--- config.mk ---
export PLATFORM = sky130hd
export DESIGN_NAME = shk_cell
export DESIGN_NICKNAME = d
export VERILOG_FILES = /design/src/rtl/shk_pkg.sv /design/src/rtl/shk_cell.sv
export SDC_FILE = /design/constraint.sdc
export NUM_CORES = 1
export LEC_CHECK = 0
export BUFFER_PORTS_ARGS = -buffer_cell sky130_fd_sc_hd__clkbuf_2
export CORE_AREA = 2 2 215 217
export DETAILED_ROUTE_END_ITERATION = 10
export DIE_AREA = 0 0 217 219
export SLEW_MARGIN = 20
export SYNTH_ARGS = -nofsm -noshare
export SYNTH_HDL_FRONTEND = slang
export SYNTH_SLANG_ARGS = --single-unit
--- constraint.sdc ---
create_clock -name clk -period 15.19 [get_ports clk]
set_input_delay 2.2785 -clock clk [delete_from_list [all_inputs] [get_ports clk]]
set_output_delay 2.2785 -clock clk [all_outputs]
set_load 0.005 [all_outputs]
--- src/rtl/shk_pkg.sv ---
// Shared types, widths and codes of the sorted hash key table.
package shk_pkg;

	localparam int unsigned DATA_W = 32;
	localparam int unsigned POS_W  = 6;
	localparam int unsigned CNT_W  = 7;
	localparam int unsigned CMD_W  = 3;
	localparam int unsigned STAT_W = 2;

	typedef enum logic [CMD_W-1:0] {
		CMD_LOOKUP     = 3'd0,
		CMD_INSERT     = 3'd1,
		CMD_REMOVE_KEY = 3'd2,
		CMD_REMOVE_AT  = 3'd3,
		CMD_READ_AT    = 3'd4,
		CMD_CLEAR      = 3'd5
	} cmd_e;

	typedef enum logic [STAT_W-1:0] {
		STAT_OK    = 2'd0,
		STAT_MISS  = 2'd1,
		STAT_FULL  = 2'd2,
		STAT_RANGE = 2'd3
	} status_e;

	typedef enum logic [1:0] {
		STATE_IDLE,
		STATE_PROBE,
		STATE_APPLY
	} state_e;

	typedef struct packed {
		logic [CMD_W-1:0]  command;
		logic [DATA_W-1:0] key_hash;
		logic [DATA_W-1:0] entry_handle;
		logic [DATA_W-1:0] entry_flags;
		logic [POS_W-1:0]  position;
	} req_word_t;

	typedef struct packed {
		logic [STAT_W-1:0] status;
		logic [POS_W-1:0]  found_position;
		logic [DATA_W-1:0] found_key;
		logic [DATA_W-1:0] found_handle;
		logic [DATA_W-1:0] found_flags;
		logic [CNT_W-1:0]  entry_count;
	} res_word_t;

	typedef struct packed {
		logic [DATA_W-1:0] key;
		logic [DATA_W-1:0] handle;
		logic [DATA_W-1:0] flags;
	} entry_t;

	// Update controls broadcast to every cell during the apply cycle.
	typedef struct packed {
		logic insert_go;
		logic remove_key_go;
		logic remove_at_go;
		logic use_pos;
	} cell_ctrl_t;

endpackage

--- src/rtl/shk_cell.sv ---
// One table slot: holds an entry, compares it against the probe and shifts with its neighbors.
module shk_cell import shk_pkg::*; #(
	parameter int unsigned DEPTH = 64,
	parameter int unsigned IDX = 0,
	localparam int unsigned IW = $clog2(DEPTH),
	localparam int unsigned CW = $clog2(DEPTH + 1)
) (
	input  logic              clk,
	input  logic              arst_n,
	input  logic              probe_en,
	input  logic [DATA_W-1:0] probe_key,
	input  logic [CW-1:0]     count,
	input  logic [POS_W-1:0]  position,
	input  cell_ctrl_t        ctrl,
	input  entry_t            new_entry,
	input  entry_t            left_entry,
	input  entry_t            right_entry,
	input  logic              left_lt,
	output entry_t            entry,
	output logic              lt,
	output logic              hit,
	output logic              sel,
	output entry_t            rep_entry,
	output logic [IW-1:0]     rep_idx,
	output logic [IW-1:0]     ins_idx
);

	localparam int unsigned CMPW = (CW > POS_W) ? CW : POS_W;
	localparam logic [CMPW-1:0] MY_POS = CMPW'(IDX);
	localparam logic [IW-1:0] MY_IDX = IW'(IDX);

	entry_t entry_q;
	logic   lt_q;
	logic   eq_q;
	logic   at_q;
	logic   ge_q;
	logic   valid;
	logic   boundary;

	assign valid = MY_POS < CMPW'(count);

	always_ff @(posedge clk or negedge arst_n) begin
		if (!arst_n) begin
			lt_q <= 1'b0;
			eq_q <= 1'b0;
			at_q <= 1'b0;
			ge_q <= 1'b0;
		end else if (probe_en) begin
			lt_q <= valid && (entry_q.key < probe_key);
			eq_q <= valid && (entry_q.key == probe_key);
			at_q <= valid && (MY_POS == CMPW'(position));
			ge_q <= MY_POS >= CMPW'(position);
		end
	end

	// The insertion point is the first slot whose key is not below the probe.
	assign boundary = left_lt && !lt_q;

	always_ff @(posedge clk) begin
		if (ctrl.insert_go) begin
			if (boundary) begin
				entry_q <= new_entry;
			end else if (!left_lt) begin
				entry_q <= left_entry;
			end
		end else if (ctrl.remove_key_go && !lt_q) begin
			entry_q <= right_entry;
		end else if (ctrl.remove_at_go && ge_q) begin
			entry_q <= right_entry;
		end
	end

	assign entry     = entry_q;
	assign lt        = lt_q;
	assign hit       = eq_q;
	assign sel       = ctrl.use_pos ? at_q : eq_q;
	assign rep_entry = sel ? entry_q : '0;
	assign rep_idx   = sel ? MY_IDX : '0;
	assign ins_idx   = boundary ? MY_IDX : '0;

endmodule

==> reports/results.tsv, run 1 <==
metric	value	unit
status	completed	
Bufs on Longest Clock Path	2	
Root Buffer	clkbuf_16	
number of I/O pins	548	
ys flop type	edfxtp_1	
clk_skew	7.46	ps
Max-Cap Viols	0	
total negative slack	0	ps
Routed WL	27.2	mm
number of diodes	0	
Cell Area, Synth	6610	um^2
H-tree Lvls	3	
leading cell types in the layout, fill and taps excluded	534 x clkbuf_2, 107 x a21oi_1, 99 x nor2_1	
Vias	6867	
TritonRoute pass-1 iters	6	
Die X-Extent	217	um
CTS Buf Count	9	
Rel. slew slack	38.2	%
hold crit path type	reg2reg	
GP Congestion	0.913	
Distinct cells, synth	36	
Initial DRC Count	299	
Die Y	219	um
RSZ-0062 raised after global routing	false	
final net count	1552	
Post-DP Area	9900	um^2
Worst path most repeated cell	clkbuf_2	
P_int	0.000586	W
worst path buffer plus inverter count	3	
Post-Synthesis Cells	669	
Seq pwr share	44.5	%
Post-CTS Setup Inserts	0	
Final Setup Violations	0	
Crit path max-delay family	buffers and inverters	
Routed Antenna Nets	0	
post-route cell area	10200	um^2
I/O Buffers	535	
Starting Density	14.7	%
slowest stage delay, CP	450	ps
critical path type	in2out	
clock slew at reported path FFs	80	ps
commonest non-fill, non-tap cell in the layout	clkbuf_2	
Post-synth ARST share	4.00	%
Worst-Margin Slew	919	ps
crit path max fanout	50	
dpl hpwl	22.8	mm
final slew viol count	0	
hold_ws	526	ps
syn_area_per_cell	9.87	um^2
post-route minimum period	5760	ps
final hold viol count	0	
layout cell share with drive strength beyond 1	47.7	%
Crit. End Element	output port	
Sink Count	100	
Ys Warns	0	
leakage power	4.98	nW
Comb pwr share	25.2	%
initial antenna violation count	1	
Max Freq	0.174	GHz
largest net degree at the start of global routing	92	
total core area	45100	um^2
Critical-path top delay cell	buf_4	
Power per Cell Area	83.3	nW/um^2
vias per cell	3.85	
CTS tree	yes	
data required time of the worst path	12910	ps
die area	47500	um^2
area delta synth->final	54.7	%
Post-synth EDFFs	96	
Finished Core Util	22.7	%
largest area contributor in the netlist	edfxtp_1	
worst vdd ir	42.6	uV
vias in the first global route	6469	
grt total ovfl	0	
Switching Fraction	31.1	%
crit path cell chain	clkbuf_2 > mux2i_4 > buf_4 > and2b_1 > clkbuf_2	
Yosys reg bits	100	
wire per inst	15.2	um
FP Rows	78	
Seq/Total Area, Yosys	45.2	%
top area cells in the synthesized netlist	edfxtp_1 44%, mux2i_1 15%, a21oi_1 8.1%	
Post-CTS Resized	0	
Post-route DRC	0	
Clk pwr share	30.3	%
Startpoint Class	input port	
fin crit share	37.9	%
Psw	0.000265	W
global-route usage over all layers	10.9	%
crit path DAT	3480	ps
top cell type's share of synthesized area	43.6	%
# hold bufs at CTS	0	
Skew-Pair Late Insertion Delay	390	ps
first-pass GRT wire length	37.6	mm
## area by class of cell
| class | instances | area [um^2] |
|---|---|---|
| clock inverter | 7 | 90.1 |
| timing repair buffer | 543 | 2740 |
| multi-input combinational | 489 | 3290 |
| sequential | 100 | 2980 |
| fill | 4943 | 34900 |
| inverter | 36 | 135 |
| clock buffer | 9 | 225 |
| tap | 600 | 751 |
## state kept, by name (all words and copies together), names as in the netlist
register	count
at_q	1
entry	96
lt	1
ge_q	1
hit	1
## logic make-up after synthesis
logic type / after synthesis / synth area share [%]
simple gates: 221 / 17.3
fa+ha+maj: 32 / 6.06
buf+inv: 91 / 6.21
flops: 100 / 45.2
compound gates: 126 / 10.3
other cells: 1 / 0.0568
mux: 98 / 14.9
## path summary, 6_finish.rpt
check	startpoint	end	slack [ps]	cells after the start
hold reg to reg	ge_q	ge_q	530	1
setup / recovery	ctrl[0]	rep_entry[81]	9430	5
min in group asynchronous	arst_n	at_q	1710	1
hold / removal	ge_q	ge_q	530	1
setup reg to reg	lt	entry[50]	12660	4
max in group asynchronous	arst_n	ge_q	13330	1
## stage by stage
step / std cells / power, W / setup WS [ps]
floorplan: 680 / 0.000486 / 6980
global placement: 1768 / 0.000599 / 9480
detailed placement: 1768 / 0.000603 / 9440
CTS: 1784 / 0.000873 / 9430
global route: 1784 / 0.000904 / 9340
finish: 1784 / 0.000851 / 9430
## per-layer routing
layer	wire length (um)	part of all wire [%]	GRT usage [%]
met5	0	0	0
met4	894	3.3	5.89
met3	1990	7.3	2.29
met2	13600	50	19.2
met1	10600	39	12.3
## power groups by stage
stage | combinational, W | clock, W | sequential (W)
6_report | 0.000214 | 0.000258 | 0.000378
5_1_grt | 0.000238 | 0.000284 | 0.000381
4_1_cts | 0.000219 | 0.000275 | 0.000379
3_5_place_dp | 0.000218 | 0 | 0.000384
3_3_place_gp | 0.000214 | 0 | 0.000385
2_1_floorplan | 0.000109 | 0 | 0.000378
## cell usage after synthesis, types with 2 or more instances
library cell and number:
inv_1 36, o21ai_0 4, mux2i_1 97, clkbuf_1 30, buf_4 16, nand4_1 8
a21oi_1 107, ha_1 32, edfxtp_1 96, nand3_1 4, o2bb2ai_1 2, buf_1 2
a21o_1 2, nor2_1 99, buf_2 7, nand2_1 4, nor2b_1 80, nor3_1 2
a21boi_0 2, dfrtp_1 4, or4_1 2, and2b_1 17, nor4_1 3
Power figures use the tool's default switching activity.
==> run 2, diff against run 1 <==
==> constraint.sdc (replaced) <==
create_clock -name clk -period 5.25 [get_ports clk]
set_input_delay 0.7875 -clock clk [delete_from_list [all_inputs] [get_ports clk]]
set_output_delay 0.7875 -clock clk [all_outputs]
set_load 0.005 [all_outputs]
==> run 2 against run 1 <==
Compared with the run above: sequential power rose to 2.9 times the previous value; cell count grew 0.17%; setup slack worse by 7300 ps; die area is the same; non-clock buffer count up 1; highest routed layer unchanged; power grew to 2.8 times the previous value; register-to-register slack worse by 9700 ps; critical path depth is the same; clock power rose to 2.7 times the previous value; utilization hardly changed.
==> reports/results.tsv, run 2 (same netlist as run 1, synthesis figures left out) <==
metric	value	unit	change
initial antenna violation count	3		was 1
Bufs on Longest Clock Path	2		unchanged
# hold bufs at CTS	0		unchanged
Cells after DPL	1769		was 1768
CTS Buf Count	9		unchanged
Crit. End Element	output port		unchanged
Die Y	219	um	unchanged
area delta synth->final	54.7	%	about the same
Largest register FFs	96		unchanged
crit path max fanout	97		was 50
crit path from	ctrl[0]		unchanged
Die X-Extent	217	um	unchanged
number of fill cells in the layout	4956		was 4943
H-tree Lvls	3		unchanged
Post-CTS Resized	0		unchanged
non-filler cells in the finished layout	1787		was 1784
post-route minimum period	3150	ps	
final net count	1553		was 1552
data required time of the worst path	4460	ps	was 12910 ps
layout cell share with drive strength beyond 1	47.7	%	about the same
Root Buffer	clkbuf_16		unchanged
Post-DP Area	9930	um^2	was 9900 um^2
clock slew at reported path FFs	80	ps	about the same
leading cell types in the layout, fill and taps excluded	534 x clkbuf_2, 107 x a21oi_1, 99 x nor2_1		unchanged
leakage power	4.98	nW	about the same
Skew-Pair Late Insertion Delay	380	ps	was 390 ps
Routed WL	27.2	mm	about the same
GP Congestion	0.851		was 0.913
commonest non-fill, non-tap cell in the layout	clkbuf_2		unchanged
Sink Count	100		unchanged
final slew viol count	0		unchanged
post-route cell area	10200	um^2	about the same
clk_skew	9.99	ps	was 7.46 ps
FP Rows	78		unchanged
total core area	45100	um^2	unchanged
min setup slack post-route	2100	ps	was 9430 ps
Max-Cap Viols	0		unchanged
Worst-Margin Slew	1090	ps	was 919 ps
Max Freq	0.317	GHz	
number of I/O pins	548		unchanged
largest net degree at the start of global routing	98		was 92
Vias	6819		was 6867
CTS tree	yes		unchanged
grt total ovfl	0		unchanged
reg2reg path depth	4		unchanged
worst vdd ir	111	uV	was 42.6 uV
Rel. slew slack	27.4	%	was 38.2%
vias in the first global route	6501		was 6469
hold crit path type	in2async		was reg2reg
Startpoint Class	input port		unchanged
Finished Core Util	22.7	%	about the same
Post-CTS Setup Inserts	0		unchanged
first-pass GRT wire length	37.5	mm	was 37.6 mm
die area	47500	um^2	unchanged
wire per inst	15.2	um	about the same
global-route usage over all layers	10.9	%	about the same
Final Setup Violations	0		unchanged
I/O Buffers	535		unchanged
total negative slack	0	ps	unchanged
final hold viol count	0		unchanged
crit path DAT	2360	ps	was 3480 ps
critical path type	in2out		unchanged
Initial DRC Count	266		was 299
Post-route DRC	0		unchanged
status	completed		unchanged
vias per cell	3.82		was 3.85
RSZ-0062 raised after global routing	false		unchanged
worst r2r src	lt		unchanged
Routed Antenna Nets	0		unchanged
Power per Cell Area	235	nW/um^2	was 83.3 nW/um^2
Place WS	2090	ps	was 9440 ps
Starting Density	14.7	%	unchanged
fin crit share	60.0	%	
dpl hpwl	22.9	mm	was 22.8 mm
TritonRoute pass-1 iters	4		was 6
==> run 2: critical path, cell delays in order <==
cell	delay (ps)
clkbuf_2	110
mux2i_4	210
buf_4	820
and2b_1	280
clkbuf_2	110
==> run 2: path summary, 6_finish.rpt <==
kind                                 endpoint  slack, ps
worst min-delay path                      hit        210
worst max register to register      entry[14]       2940
worst min register to register           ge_q        520
min in group clk                         ge_q        520
max in group asynchronous                  lt       4890
worst max-delay path            rep_entry[79]       2100
==> run 2: power by group <==
part,internal [W],switching [W]
Combinational,0.000311,0.000319
Sequential,0.00101,0.0000855
Clock,0.000331,0.000354
Total,0.00165,0.000758
==> run 2: stage by stage <==
step	hold WS [ps]	power, W
after floorplan	481	0.00140
after global placement	490	0.00174
after detailed placement	505	0.00175
after CTS	170	0.00246
after global routing	182	0.00255
final	210	0.00241
==> run 2: final cells by class <==
| type | count | area (um^2) | area share [%] |
|---|---|---|---|
| flip-flops and latches | 100 | 2980 | 29.2 |
| repair buffers | 544 | 2780 | 27.2 |
| diodes | 2 | 5.00 | 0.0490 |
| well taps | 600 | 751 | 7.34 |
| clock buffers | 9 | 225 | 2.20 |
| inverters | 36 | 135 | 1.32 |
| clock inverters | 7 | 57.6 | 0.563 |
| multi-input cells | 489 | 3290 | 32.2 |
==> run 2: metal layers <==
metal | vias up | track usage [%] | routed length, um
met5 | - | 0 | 0
li1 | 3352 | - | -
met3 | 38 | 2.41 | 1920
met2 | 363 | 19.7 | 13800
met4 | 0 | 5.73 | 923
met1 | 3066 | 11.8 | 10500
